File: src/hdl/rdc_pkg.sv
`default_nettype none

package rdc_pkg;

  localparam int VALUE_W     = 64;
  localparam int SYM_W       = 8;
  localparam int DIGIT_W     = 4;
  localparam int RADIX_W     = 5;
  localparam int MAX_SYMBOLS = 16;
  localparam int MAX_DIGITS  = 64;
  localparam int DIGIT_AW    = $clog2(MAX_DIGITS);
  localparam int COUNT_W     = DIGIT_AW + 1;
  localparam int SYM_IDX_W   = $clog2(MAX_SYMBOLS);
  localparam int STEP_BITS   = 4;
  localparam int STEP_CNT_W  = $clog2(VALUE_W / STEP_BITS);
  localparam int CFG_IDX_W   = 2;

  localparam logic [CFG_IDX_W-1:0] CFG_ALPHABET_LENGTH = 2'd0;
  localparam logic [CFG_IDX_W-1:0] CFG_SYMBOLS_LOW     = 2'd1;
  localparam logic [CFG_IDX_W-1:0] CFG_SYMBOLS_HIGH    = 2'd2;

  localparam logic [RADIX_W-1:0] ALEN_RESET    = 5'd10;
  localparam logic [VALUE_W-1:0] SYM_LO_RESET  = 64'h3736_3534_3332_3130;
  localparam logic [VALUE_W-1:0] SYM_HI_RESET  = 64'h0000_0000_0000_3938;

  localparam logic [SYM_W-1:0] CHAR_PLUS  = 8'h2B;
  localparam logic [SYM_W-1:0] CHAR_MINUS = 8'h2D;
  localparam logic [SYM_W-1:0] CHAR_ZERO  = 8'h30;

  typedef enum logic [2:0] {
    ST_IDLE,
    ST_CHECK,
    ST_DIVIDE,
    ST_SINGLE,
    ST_READ,
    ST_EMIT
  } state_t;

  typedef struct packed {
    logic load;   // take a new dividend
    logic start;  // begin one division pass on the held dividend
  } div_ctrl_t;

  typedef struct packed {
    logic               busy;
    logic               done;
    logic [DIGIT_W-1:0] digit;
    logic               more;  // quotient of the finished pass is nonzero
  } div_stat_t;

  function automatic logic [SYM_W-1:0] symbol_at(input logic [VALUE_W-1:0] lo,
                                                 input logic [VALUE_W-1:0] hi,
                                                 input logic [SYM_IDX_W-1:0] k);
    logic [VALUE_W-1:0] word;
    word = k[SYM_IDX_W-1] ? hi : lo;
    return word[{k[2:0], 3'b000} +: SYM_W];
  endfunction

endpackage

`default_nettype wire

File: src/hdl/rdc_divider.sv
`default_nettype none

module rdc_divider (
  input  wire logic                        clk,
  input  wire logic                        rst_n,
  input  wire rdc_pkg::div_ctrl_t          ctrl,
  input  wire logic [rdc_pkg::VALUE_W-1:0] dividend,
  input  wire logic [rdc_pkg::RADIX_W-1:0] radix,
  output rdc_pkg::div_stat_t               stat
);
  import rdc_pkg::*;

  logic [VALUE_W-1:0]    shift_r;
  logic [DIGIT_W-1:0]    rem_r;
  logic [STEP_CNT_W-1:0] step_r;
  logic                  busy_r;
  logic                  nz_r;

  logic [DIGIT_W-1:0]    rem_nxt;
  logic [STEP_BITS-1:0]  qn;
  logic                  last_step;

  // One nibble of the dividend per cycle, restoring division, MSB first.
  always_comb begin
    logic [RADIX_W-1:0] t;
    logic [DIGIT_W-1:0] r;
    r = rem_r;
    qn = '0;
    for (int i = 0; i < STEP_BITS; i++) begin
      t = {r, shift_r[VALUE_W-1-i]};
      if (t >= radix) begin
        qn[STEP_BITS-1-i] = 1'b1;
        t = t - radix;
      end
      r = t[DIGIT_W-1:0];
    end
    rem_nxt = r;
  end

  assign last_step  = busy_r && (step_r == {STEP_CNT_W{1'b1}});
  assign stat.busy  = busy_r;
  assign stat.done  = last_step;
  assign stat.digit = rem_nxt;
  assign stat.more  = nz_r || (qn != '0);

  always_ff @(posedge clk) begin
    if (ctrl.load) begin
      shift_r <= dividend;
    end else if (busy_r) begin
      shift_r <= {shift_r[VALUE_W-STEP_BITS-1:0], qn};
    end
  end

  always_ff @(posedge clk) begin
    if (!rst_n) begin
      busy_r <= 1'b0;
      step_r <= '0;
      rem_r  <= '0;
      nz_r   <= 1'b0;
    end else if (ctrl.start) begin
      busy_r <= 1'b1;
      step_r <= '0;
      rem_r  <= '0;
      nz_r   <= 1'b0;
    end else if (busy_r) begin
      step_r <= step_r + 1'b1;
      rem_r  <= rem_nxt;
      nz_r   <= nz_r || (qn != '0);
      if (last_step) begin
        busy_r <= 1'b0;
      end
    end
  end

endmodule

`default_nettype wire

File: src/hdl/radix_digit_converter_core.sv
// Flow: each item runs an alphabet check over all 16 symbol slots, then one division pass
//   per digit, then reads and emits the stored digits most significant first (up to 64 digits).
// Zero values and bad alphabets give a single result once the check is done.
// Throughput: one item at a time; the nibble-serial divider sets the per-digit cost.
// Reset: synchronous, active-low rst_n clears control and reloads the alphabet registers
//   (radix 10, "0123456789"); the digit store is not cleared.
`default_nettype none

module radix_digit_converter_core (
  input  wire logic                          clk,
  input  wire logic                          rst_n,
  // configuration write port
  input  wire logic                          cfg_we,
  input  wire logic [rdc_pkg::CFG_IDX_W-1:0] cfg_index,
  input  wire logic [rdc_pkg::VALUE_W-1:0]   cfg_wdata,
  // input stream
  input  wire logic                          in_tvalid,
  output      logic                          in_tready,
  input  wire logic [rdc_pkg::VALUE_W-1:0]   in_tdata,   // [63:0] value
  // result stream
  output      logic                          out_tvalid,
  input  wire logic                          out_tready,
  output      logic [rdc_pkg::SYM_W-1:0]     out_tdata,  // [7:0] digit_char
  output      logic                          out_tlast,  // last_digit
  output      logic                          out_tuser   // [0] bad_alphabet
);
  import rdc_pkg::*;

  // Configuration registers
  logic [RADIX_W-1:0] alen_r;
  logic [VALUE_W-1:0] sym_lo_r;
  logic [VALUE_W-1:0] sym_hi_r;

  always_ff @(posedge clk) begin
    if (!rst_n) begin
      alen_r   <= ALEN_RESET;
      sym_lo_r <= SYM_LO_RESET;
      sym_hi_r <= SYM_HI_RESET;
    end else if (cfg_we) begin
      unique case (cfg_index)
        CFG_ALPHABET_LENGTH: alen_r   <= cfg_wdata[RADIX_W-1:0];
        CFG_SYMBOLS_LOW:     sym_lo_r <= cfg_wdata;
        CFG_SYMBOLS_HIGH:    sym_hi_r <= cfg_wdata;
        default:             ;  // drop writes to unused indexes
      endcase
    end
  end

  // Control state
  state_t               state_r, state_nxt;
  logic [SYM_IDX_W-1:0] chk_r, chk_nxt;
  logic                 bad_r, bad_nxt;
  logic                 zero_r, zero_nxt;
  logic [COUNT_W-1:0]   count_r, count_nxt;
  logic [DIGIT_AW-1:0]  rd_idx_r, rd_idx_nxt;

  // Output register
  logic               out_valid_r, out_valid_nxt;
  logic [SYM_W-1:0]   out_data_r, out_data_nxt;
  logic               out_last_r, out_last_nxt;
  logic               out_user_r, out_user_nxt;
  logic               out_load;
  logic               out_free;

  // Digit store
  logic [DIGIT_W-1:0] store_r [MAX_DIGITS];
  logic [DIGIT_W-1:0] rd_data_r;
  logic               store_we;

  // Divider
  div_ctrl_t div_ctrl;
  div_stat_t div_stat;

  logic       in_xfer;
  logic       len_bad;
  logic       chk_hit;
  logic [SYM_W-1:0] sym_a;

  assign in_xfer  = in_tvalid && in_tready;
  assign out_free = !out_valid_r || out_tready;
  assign len_bad  = (alen_r < RADIX_W'(2)) || (alen_r > RADIX_W'(MAX_SYMBOLS));

  rdc_divider u_div (
    .clk      (clk),
    .rst_n    (rst_n),
    .ctrl     (div_ctrl),
    .dividend (in_tdata),
    .radix    (alen_r),
    .stat     (div_stat)
  );

  // Symbol chk_r against sign characters and every later symbol in the alphabet.
  always_comb begin
    sym_a   = symbol_at(sym_lo_r, sym_hi_r, chk_r);
    chk_hit = 1'b0;
    if ({1'b0, chk_r} < alen_r) begin
      if ((sym_a == CHAR_PLUS) || (sym_a == CHAR_MINUS)) begin
        chk_hit = 1'b1;
      end
      for (int b = 0; b < MAX_SYMBOLS; b++) begin
        if ((SYM_IDX_W'(b) > chk_r) && (RADIX_W'(b) < alen_r) &&
            (symbol_at(sym_lo_r, sym_hi_r, SYM_IDX_W'(b)) == sym_a)) begin
          chk_hit = 1'b1;
        end
      end
    end
  end

  // Next state and outputs
  always_comb begin
    state_nxt      = state_r;
    chk_nxt        = chk_r;
    bad_nxt        = bad_r;
    zero_nxt       = zero_r;
    count_nxt      = count_r;
    rd_idx_nxt     = rd_idx_r;
    in_tready      = 1'b0;
    div_ctrl.load  = 1'b0;
    div_ctrl.start = 1'b0;
    store_we       = 1'b0;
    out_load       = 1'b0;
    out_data_nxt   = out_data_r;
    out_last_nxt   = out_last_r;
    out_user_nxt   = out_user_r;

    unique case (state_r)
      ST_IDLE: begin
        in_tready = 1'b1;
        if (in_tvalid) begin
          // hand the value to the divider now; it holds until the check is done
          div_ctrl.load = 1'b1;
          zero_nxt      = (in_tdata == '0);
          bad_nxt       = len_bad;
          chk_nxt       = '0;
          state_nxt     = ST_CHECK;
        end
      end

      ST_CHECK: begin
        bad_nxt = bad_r || chk_hit;
        chk_nxt = chk_r + 1'b1;
        if (chk_r == SYM_IDX_W'(MAX_SYMBOLS - 1)) begin
          if (zero_r || bad_nxt) begin
            state_nxt = ST_SINGLE;
          end else begin
            div_ctrl.start = 1'b1;
            count_nxt      = '0;
            state_nxt      = ST_DIVIDE;
          end
        end
      end

      ST_DIVIDE: begin
        if (div_stat.done) begin
          store_we  = 1'b1;
          count_nxt = count_r + 1'b1;
          // keep dividing while the quotient is nonzero and the store has room
          if (div_stat.more && (count_r[DIGIT_AW-1:0] != DIGIT_AW'(MAX_DIGITS - 1))) begin
            div_ctrl.start = 1'b1;
          end else begin
            rd_idx_nxt = count_r[DIGIT_AW-1:0];
            state_nxt  = ST_READ;
          end
        end
      end

      ST_SINGLE: begin
        if (out_free) begin
          out_load     = 1'b1;
          out_data_nxt = zero_r ? CHAR_ZERO : '0;
          out_last_nxt = 1'b1;
          out_user_nxt = !zero_r && bad_r;
          state_nxt    = ST_IDLE;
        end
      end

      ST_READ: begin
        // store read is registered; data shows up in ST_EMIT
        state_nxt = ST_EMIT;
      end

      ST_EMIT: begin
        if (out_free) begin
          out_load     = 1'b1;
          out_data_nxt = symbol_at(sym_lo_r, sym_hi_r, rd_data_r);
          out_last_nxt = (rd_idx_r == '0);
          out_user_nxt = 1'b0;
          if (rd_idx_r == '0) begin
            state_nxt = ST_IDLE;
          end else begin
            rd_idx_nxt = rd_idx_r - 1'b1;
            state_nxt  = ST_READ;
          end
        end
      end

      default: state_nxt = ST_IDLE;
    endcase
  end

  always_comb begin
    if (out_load) begin
      out_valid_nxt = 1'b1;
    end else if (out_tready) begin
      out_valid_nxt = 1'b0;
    end else begin
      out_valid_nxt = out_valid_r;
    end
  end

  always_ff @(posedge clk) begin
    if (!rst_n) begin
      state_r     <= ST_IDLE;
      chk_r       <= '0;
      bad_r       <= 1'b0;
      zero_r      <= 1'b0;
      count_r     <= '0;
      rd_idx_r    <= '0;
      out_valid_r <= 1'b0;
    end else begin
      state_r     <= state_nxt;
      chk_r       <= chk_nxt;
      bad_r       <= bad_nxt;
      zero_r      <= zero_nxt;
      count_r     <= count_nxt;
      rd_idx_r    <= rd_idx_nxt;
      out_valid_r <= out_valid_nxt;
    end
  end

  // Payload of the output register holds until the next load.
  always_ff @(posedge clk) begin
    out_data_r <= out_data_nxt;
    out_last_r <= out_last_nxt;
    out_user_r <= out_user_nxt;
  end

  // Digit store: one write port during division, one registered read port for emit.
  always_ff @(posedge clk) begin
    if (store_we) begin
      store_r[count_r[DIGIT_AW-1:0]] <= div_stat.digit;
    end
  end

  always_ff @(posedge clk) begin
    rd_data_r <= store_r[rd_idx_r];
  end

  assign out_tvalid = out_valid_r;
  assign out_tdata  = out_data_r;
  assign out_tlast  = out_last_r;
  assign out_tuser  = out_user_r;

  // Divider runs only while a conversion is in progress.
  a_div_idle: assert property (@(posedge clk) disable iff (!rst_n)
    (state_r == ST_IDLE) |-> !div_stat.busy)
    else $error("divider busy while idle");

  a_done_in_divide: assert property (@(posedge clk) disable iff (!rst_n)
    div_stat.done |-> (state_r == ST_DIVIDE))
    else $error("division pass finished outside divide state");

  a_read_in_range: assert property (@(posedge clk) disable iff (!rst_n)
    (state_r == ST_READ) |-> ({1'b0, rd_idx_r} < count_r))
    else $error("digit store read beyond written digits");

  a_no_overwrite: assert property (@(posedge clk) disable iff (!rst_n)
    out_load |-> (!out_valid_r || out_tready))
    else $error("output register overwritten before transfer");

  a_accept_check: assert property (@(posedge clk) disable iff (!rst_n)
    in_xfer |=> (state_r == ST_CHECK))
    else $error("accepted item did not enter alphabet check");

endmodule

`default_nettype wire

File: config.mk
export PLATFORM = sky130hd
export DESIGN_NAME = radix_digit_converter_core
export DESIGN_NICKNAME = d
export VERILOG_FILES = /design/src/hdl/rdc_pkg.sv /design/src/hdl/rdc_divider.sv /design/src/hdl/radix_digit_converter_core.sv
export SDC_FILE = /design/constraint.sdc
export NUM_CORES = 1
export LEC_CHECK = 0
export BUFFER_PORTS_ARGS = -buffer_cell sky130_fd_sc_hd__buf_2
export CORE_UTILIZATION = 44
export CTS_BUF_LIST = sky130_fd_sc_hd__clkbuf_8
export DETAILED_ROUTE_END_ITERATION = 8
export HOLD_SLACK_MARGIN = 0.08
export PLACE_DENSITY = 0.62
export SLEW_MARGIN = 10
export SYNTH_ARGS = -nofsm -noshare
export SYNTH_HDL_FRONTEND = slang
export SYNTH_SLANG_ARGS = --single-unit
File: constraint.sdc
create_clock -name clk -period 24.7 [get_ports clk]
set_input_delay 3.705 -clock clk [delete_from_list [all_inputs] [get_ports clk]]
set_output_delay 3.705 -clock clk [all_outputs]
set_load 0.02 [all_outputs]
==> metrics.md, run 1 <==
| Metric | Value |
|---|---|
| Outcome | finished, final reports clean |
| Post-CTS sizing | 0 |
| Final Setup Violations | 0 |
| Antenna violations before repair | 4 |
| Largest net degree at the start of global routing | 73 |
| DR WL/cell | 24.4 µm |
| Setup CP Type | flip-flop to flip-flop |
| Seq cells post-synth | ~500 |
| Layout cell share with drive strength beyond 1 | 0.196 |
| Die X | around 240 µm |
| Arr. time, crit path | about 10,000 ps |
| Most frequent CP cell | a21o_1 |
| Max cap viols | 0 |
| Crit start category | flip-flop |
| Peak supply drop | 50.8 µV |
| Final RePlAce weighted congestion | 1.03 |
| Register area share after synthesis | 0.521 |
| Fin crit share | 0.389 |
| Core area | ~57,000 µm² |
| Synthesized instance count | 2,269 |
| CTS clk-pin slew, worst paths | 60 ps |
| CP endpoint kind | flip-flop |
| Unrepaired setup endpoints after global routing | no |
| Share of the synthesized area in the top cell type | 0.389 |
| # hold bufs at CTS | 0 |
| Switching part of the total power | 0.289 |
| Leak | roughly 10 nW |
| WL final | 78,000 µm |
| Num rows | between 80 and 90 |
| Number of remaining DRC errors | 0 |
| Yosys cell types | between 80 and 90 |
| Combinational cell fraction of total power | 0.156 |
| Clk Latency, worst-skew pair | between 700 and 800 ps |
| CTS tree | done |
| Clock Power Share | 0.361 |
| Final Hold Slack | around 480 ps |
| Ys async rst share | 0 |
| Area Overhead vs Synth | 11.6% |
| DRT iter0 DRCs | 1,918 |
| Mapped Nets | ~2,400 |
| Dominant synthesized flop cell | edfxtp_1 |
| Fin. Hold Viols | 0 |
| Max frequency | 104 MHz |
| Critical path required time | 25,340 ps |
| Die area | 58,900 µm² |
| DR vias/cell | 5.92 |
| Synth Warn # | 0 |
| Setup WS post-layout | 15,080 ps |
| Area leader, netlist | edfxtp_1 |
| Final Critical Period | 9620 ps |
| CP Max Fanout | 14 |
| GR Overflow Total | 0 |
| Post-Synthesis Cell Area | about 25,000 µm² |
| Clock Skews | 54.4 ps |
| Drt first pass iters | 5 |
| Number of setup buffers added after CTS | 0 |
| Vias in the first global route | 18,900 |
| Layout Utilization | 0.501 |
| Die height | 243 µm |
| Synth top area cells | edfxtp_1 39%, dfxtp_1 13%, mux4_2 12% |
| Fin Setup TNS | 0 ps |
| Routed via count | 18,900 |
| # clock sinks | approximately 500 |
| Hold Path Class | flip-flop to flip-flop |
| Relative slew slack | 0.128 |
| Switching pwr | 0.602 mW |
| Dpl ws | roughly 15,000 ps |
| Fin nets | 2,545 |
| Slowest-stage cell, CP | a21oi_1 |
| Clock Tree Root | clkbuf_8 |
| Final HPWL DP | 54,400 µm |
| Pwr/cell area | 73.1 nW/µm² |
| Design Power | 2.08 mW |
| Tot GR Track Use | 0.265 |
| Slew @ Worst Pin | 1300 ps |
| I/O Pins | 147 |
| Antenna Nets Post-Route | 0 |
| Max clock buf depth | 3 |
| Post-Syn Area per Cell | about 11 µm² |
| Initial Utilization | 0.449 |
| Int Pwr | 1.48 mW |
| Reg power frac | 0.483 |
| Cts bufs inserted | 85 |
| IO Port Bufs | ~150 |
| Worst stage delay on the critical path | 840 ps |
| First-pass GRT wire length | about 120,000 µm |
| Post-synth EDFFs | between 300 and 400 |
| H-tree depth | 3 |
| Final Max Tran Viols | 0 |
[path summary, 6_finish.rpt]
| path | slack [ps] | startpoint | endpoint | cells after the start |
|---|---|---|---|---|
| worst max-delay path | 15080 | alen_r[1] | rd_idx_r[0] | 33 |
| worst min-delay path | 480 | sym_lo_r[3] | sym_lo_r[3] | 2 |
| worst max register to register | 15080 | alen_r[1] | rd_idx_r[0] | 33 |
| worst min register to register | 480 | sym_lo_r[3] | sym_lo_r[3] | 2 |
[layout by cell type (no fill, tap or decap), types with 10 or more instances in the layout]
master	count
nand2_1	494
edfxtp_1	330
dfxtp_1	164
a21oi_1	155
buf_2	146
mux4_2	135
nor2_1	122
clkbuf_8	90
nand3_1	62
xor2_1	61
xnor2_1	56
inv_1	49
o21ai_0	44
mux2i_1	39
nor3_1	33
nor4_1	32
ha_1	30
buf_4	24
a21o_1	22
and3_1	20
mux2_2	18
o22ai_1	18
clkinv_1	16
or3_1	15
nand4_1	14
clkinv_2	14
nand3b_1	11
a31oi_1	11
nand2b_1	10
mux2_1	10
[state kept, by name (all words and copies together), names as in the netlist, 3 cells and up]
name,flops
chk_r,4
count_r,6
rd_idx_r,6
u_div.step_r,4
out_tdata,8
alen_r,5
sym_lo_r,64
rd_data_r,4
store_r,256
sym_hi_r,64
u_div.shift_r,64
state_r,3
u_div.rem_r,4
[routing by layer]
metal,track usage,share of wire,vias up
met3,0.0484,0.065,181
met2,0.437,0.49,780
met4,0.118,0.044,0
li1,-,-,8596
met1,0.342,0.40,9388
met5,0,0,-
[power by group through the flow]
stage	sequential [mW]	combinational [mW]	clock [mW]
6_report	1.00	0.324	0.751
5_1_grt	1.01	0.352	0.807
4_1_cts	1.00	0.320	0.769
3_5_place_dp	1.02	0.319	0
3_3_place_gp	1.02	0.313	0
2_1_floorplan	1.01	0.203	0
[cell families after synthesis]
kind of cell	share of synthesized area
flip-flops	0.521
adder cells (fa/ha/maj)	0.0179
buffers and inverters	0.0310
XOR/XNOR	0.0408
multiplexers	0.150
AO/OA/AOI/OAI	0.0898
AND/OR/NAND/NOR	0.149
[cell type report]
class / count / area [µm²]
Antenna cell: 3 / 7.51
Clock buffer: 90 / 1240
Clock inverter: 60 / 465
Fill cell: 5073 / 28400
Inverter: 35 / 134
Multi-Input combinational cell: 1585 / 11400
Sequential cell: 499 / 13300
Tap cell: 756 / 946
Timing Repair Buffer: 170 / 911
[critical path: cells and delay by family, from the launching register on]
family / cells / cell delay (ps)
flip-flops: 1 / 620
AND/OR/NAND/NOR: 3 / 750
AO/OA/AOI/OAI: 23 / 6300
buffers and inverters: 3 / 530
adder cells (fa/ha/maj): 4 / 1350
[stage by stage]
step                      cells  instance area [µm²]
after floorplan            2269                25500
after global placement     3045                26700
after detailed placement   3045                26700
after CTS                  3195                28400
after global routing       3197                28400
final                      3198                28400
[synth_stat cells (10+ instances only)]
library cell  number
and3_1            20
inv_1             32
nor3_1            33
o22ai_1           18
nor2_1           122
mux2_1            10
nor4_1            32
mux4_2           135
a21o_1            22
ha_1              30
nand4_1           14
nand2b_1          10
xor2_1            61
mux2i_1           40
a31oi_1           11
xnor2_1           56
o21ai_0           45
a21oi_1          155
mux2_2            19
clkbuf_1         106
edfxtp_1         330
nand2_1          496
or3_1             15
dfxtp_1          169
buf_1             24
nand3b_1          11
nand3_1           62
No activity file was read; power rests on OpenSTA's default activity.
==> inputs of run 2 (changes only) <==
Settings changed: ABC_AREA set to 1, PLACE_DENSITY 0.62 to 0.64.
Clock period 24.7 ns to 8.3 ns, I/O delays scaled along.
==> run 2 against run 1 <==
Effect of this change:
- clock skew fell by 6.7 ps
- worst hold slack got worse by 6.1 ps
- total power rose to 6.8 times the previous value
==> metrics.md, run 2 <==
| Metric | Value |
|---|---|
| Cts bufs inserted | 87 (+2.4%) |
| Most common cell after layout, fill and taps aside | nand2_1 |
| Max reg flops | 256 (unchanged) |
| Slew @ Worst Pin | 1200 ps (-102 ps) |
| Max clock buf depth | 3 (unchanged) |
| Tot GR Track Use | 0.273 (+0.00738) |
| Antenna violations before repair | 1 (-3) |
| Leak | 11.5 nW (+14%) |
| WL final | 82,000 µm (+5.2%) |
| Fin nets | 3,369 (+32%) |
| Final Hold Slack | 473 ps (-6.12 ps) |
| Fin crit share | 0.907 (+0.518) |
| Unrepaired setup endpoints after global routing | no |
| Yosys cell types | 47 (-46%) |
| Max cap viols | 0 (unchanged) |
| Placed cells | 3,866 (+27%) |
| Slowest-stage cell, CP | o21ai_4 |
| Relative slew slack | 0.197 (+0.0683) |
| Dominant synthesized flop cell | edfxtp_1 |
| Routed via count | 22,900 (+21%) |
| Outcome | finished, final reports clean |
| Synthesized instance count | 3,106 (+37%) |
| Area Overhead vs Synth | 11.5% (about the same) |
| Synth top area cells | edfxtp_1 39%, dfxtp_1 13%, nand2_1 11% |
| Synth top cells by count | 768 x nand2_1, 379 x o21ai_0, 347 x nor2_1 |
| Share of the synthesized area in the top cell type | 0.389 (about the same) |
| Drt first pass iters | 7 (+2) |
| Critical path required time | 8850 ps (-16,490 ps) |
| Worst stage delay on the critical path | 420 ps (-420 ps) |
| Top-count cell post-synth | nand2_1 |
| Placed Area | 26,700 µm² (-0.25%) |
| Initial Utilization | 0.448 (about the same) |
| Setup WS post-layout | 772 ps (-14,310 ps) |
| # hold bufs at CTS | 0 (unchanged) |
| CTS tree | done |
| Number of remaining DRC errors | 0 (unchanged) |
| Design area | 28,400 µm² (-0.16%) |
| Crit start category | flip-flop |
| Clock Skews | 47.6 ps (-6.72 ps) |
| Ys async rst share | 0 (unchanged) |
| Vias in the first global route | 21,400 (+13%) |
| Layout Utilization | 0.500 (-0.000815) |
| Seq cells post-synth | 499 (unchanged) |
| Final Non-Filler Cells | 4,026 (+26%) |
| Most frequent cells in the layout | 765 x nand2_1, 375 x o21ai_0, 346 x nor2_1, 330 x edfxtp_1, 241 x inv_1 |
| DR WL/cell | 20.4 µm (-16%) |
| Final Max Tran Viols | 0 (unchanged) |
| Most frequent CP cell | nand2_1 |
| Post-Syn Area per Cell | 8.20 µm² (-27%) |
| DRT iter0 DRCs | 2,405 (+25%) |
| # clock sinks | 499 (unchanged) |
| Num rows | 87 (unchanged) |
| Core area | 56,800 µm² (unchanged) |
| Peak supply drop | 777 µV (+1400%) |
| CP Max Fanout | 44 (+30) |
| Fin. Hold Viols | 0 (unchanged) |
| First-pass GRT wire length | 125,000 µm (+6.0%) |
| DR vias/cell | 5.70 (-3.8%) |
| Post-synth EDFFs | 330 (unchanged) |
| I/O Pins | 147 (unchanged) |
| IO Port Bufs | 146 (unchanged) |
| Post-CTS sizing | 0 (unchanged) |
| Hold Path Class | flip-flop to flip-flop |
| Clock Tree Root | clkbuf_8 |
| Final RePlAce weighted congestion | 0.948 (-7.7%) |
| H-tree depth | 3 (unchanged) |
| Number of setup buffers added after CTS | 0 (unchanged) |
| Final HPWL DP | 53,000 µm (-2.6%) |
| GR Overflow Total | 0 (unchanged) |
| Layout cell share with drive strength beyond 1 | 0.113 (-0.0825) |
| Clk Latency, worst-skew pair | 720 ps (about the same) |
| Max frequency | 133 MHz (+28%) |
| Final Critical Period | 7530 ps (-2090 ps) |
| Largest net degree at the start of global routing | 111 (+52%) |
| Die area | 58,900 µm² (about the same) |
| Post-Synthesis Cell Area | 25,500 µm² (about the same) |
| Mapped Nets | 3,275 (+34%) |
| Register area share after synthesis | 0.522 (about the same) |
| Die height | 243 µm (about the same) |
| Fin Setup TNS | 0 ps (unchanged) |
| Dpl ws | 472 ps (-14,540 ps) |
| Pwr/cell area | 498 nW/µm² (+580%) |
| Final Setup Violations | 0 (unchanged) |
| Die X | 243 µm (about the same) |
| Design Power | 14.2 mW (+580%) |
| Setup CP Type | flip-flop to flip-flop |
| Synth Warn # | 0 (unchanged) |
| Antenna Nets Post-Route | 0 (unchanged) |
| CTS clk-pin slew, worst paths | 60 ps (about the same) |
| Area leader, netlist | edfxtp_1 |
| Arr. time, crit path | 8080 ps (-2180 ps) |
| CP endpoint kind | flip-flop |
run 2: changes by cell type in the layout (fill, tap and decap cells not counted), sizes merged, moves of 50 or more:
cell | previous run | this run
inv | 59 | 262
mux4 | 135 | 0
nand2 | 497 | 786
nand3 | 62 | 215
nor2 | 122 | 352
o21ai | 50 | 388
xnor2 | 56 | 6
run 2: cell families (layout without fill, tap and decap cells):
group | Yosys count | count (layout) | share of synthesized area
flops | 499 | 499 | 0.522
buf+inv | 416 | 579 | 0.0670
other cells | 0 | 1 | 0
simple gates | 1402 | 1402 | 0.226
xor+xnor | 35 | 35 | 0.0120
compound gates | 720 | 720 | 0.156
fa+ha+maj | 34 | 34 | 0.0179
run 2: power by group:
| part | internal (mW) | switching, mW |
|---|---|---|
| Sequential | 5.52 | 0.166 |
| Clock | 1.12 | 1.09 |
| Combinational | 1.49 | 4.77 |
| Total | 8.13 | 6.03 |
run 2: worst max-delay path: cells and delay by family, from the launching register on:
family                   cells  cell delay (ps)
buffers and inverters        6             1340
adder cells (fa/ha/maj)      4             1360
flip-flops                   1              390
AO/OA/AOI/OAI               12             2530
AND/OR/NAND/NOR             15             1700
run 2: metal layers:
| layer | vias up | GRT usage | wire length, µm |
|---|---|---|---|
| met3 | 203 | 0.0480 | 7110 |
| met5 | - | 0 | 0 |
| met4 | 0 | 0.113 | 2890 |
| li1 | 10700 | - | - |
| met1 | 10900 | 0.385 | 35700 |
| met2 | 1130 | 0.413 | 36300 |
run 2: path summary, 6_finish.rpt:
kind         slack (ps)        start  depth (start not counted)        endpoint
max                 770    alen_r[2]                         37  store_r[21][3]
min                 470  sym_lo_r[2]                          2     sym_lo_r[2]
max reg2reg         770    alen_r[2]                         37  store_r[21][3]
min reg2reg         470  sym_lo_r[2]                          2     sym_lo_r[2]
run 2: final cells by class:
cell class	instances	area, µm²
antenna	1	2.50
clock buffer	97	1340
clock inverter	61	354
fill	5504	28400
inverter	242	916
multi-input combinational	2191	10500
sequential	499	13300
tap	756	946
timing repair buffer	179	1010
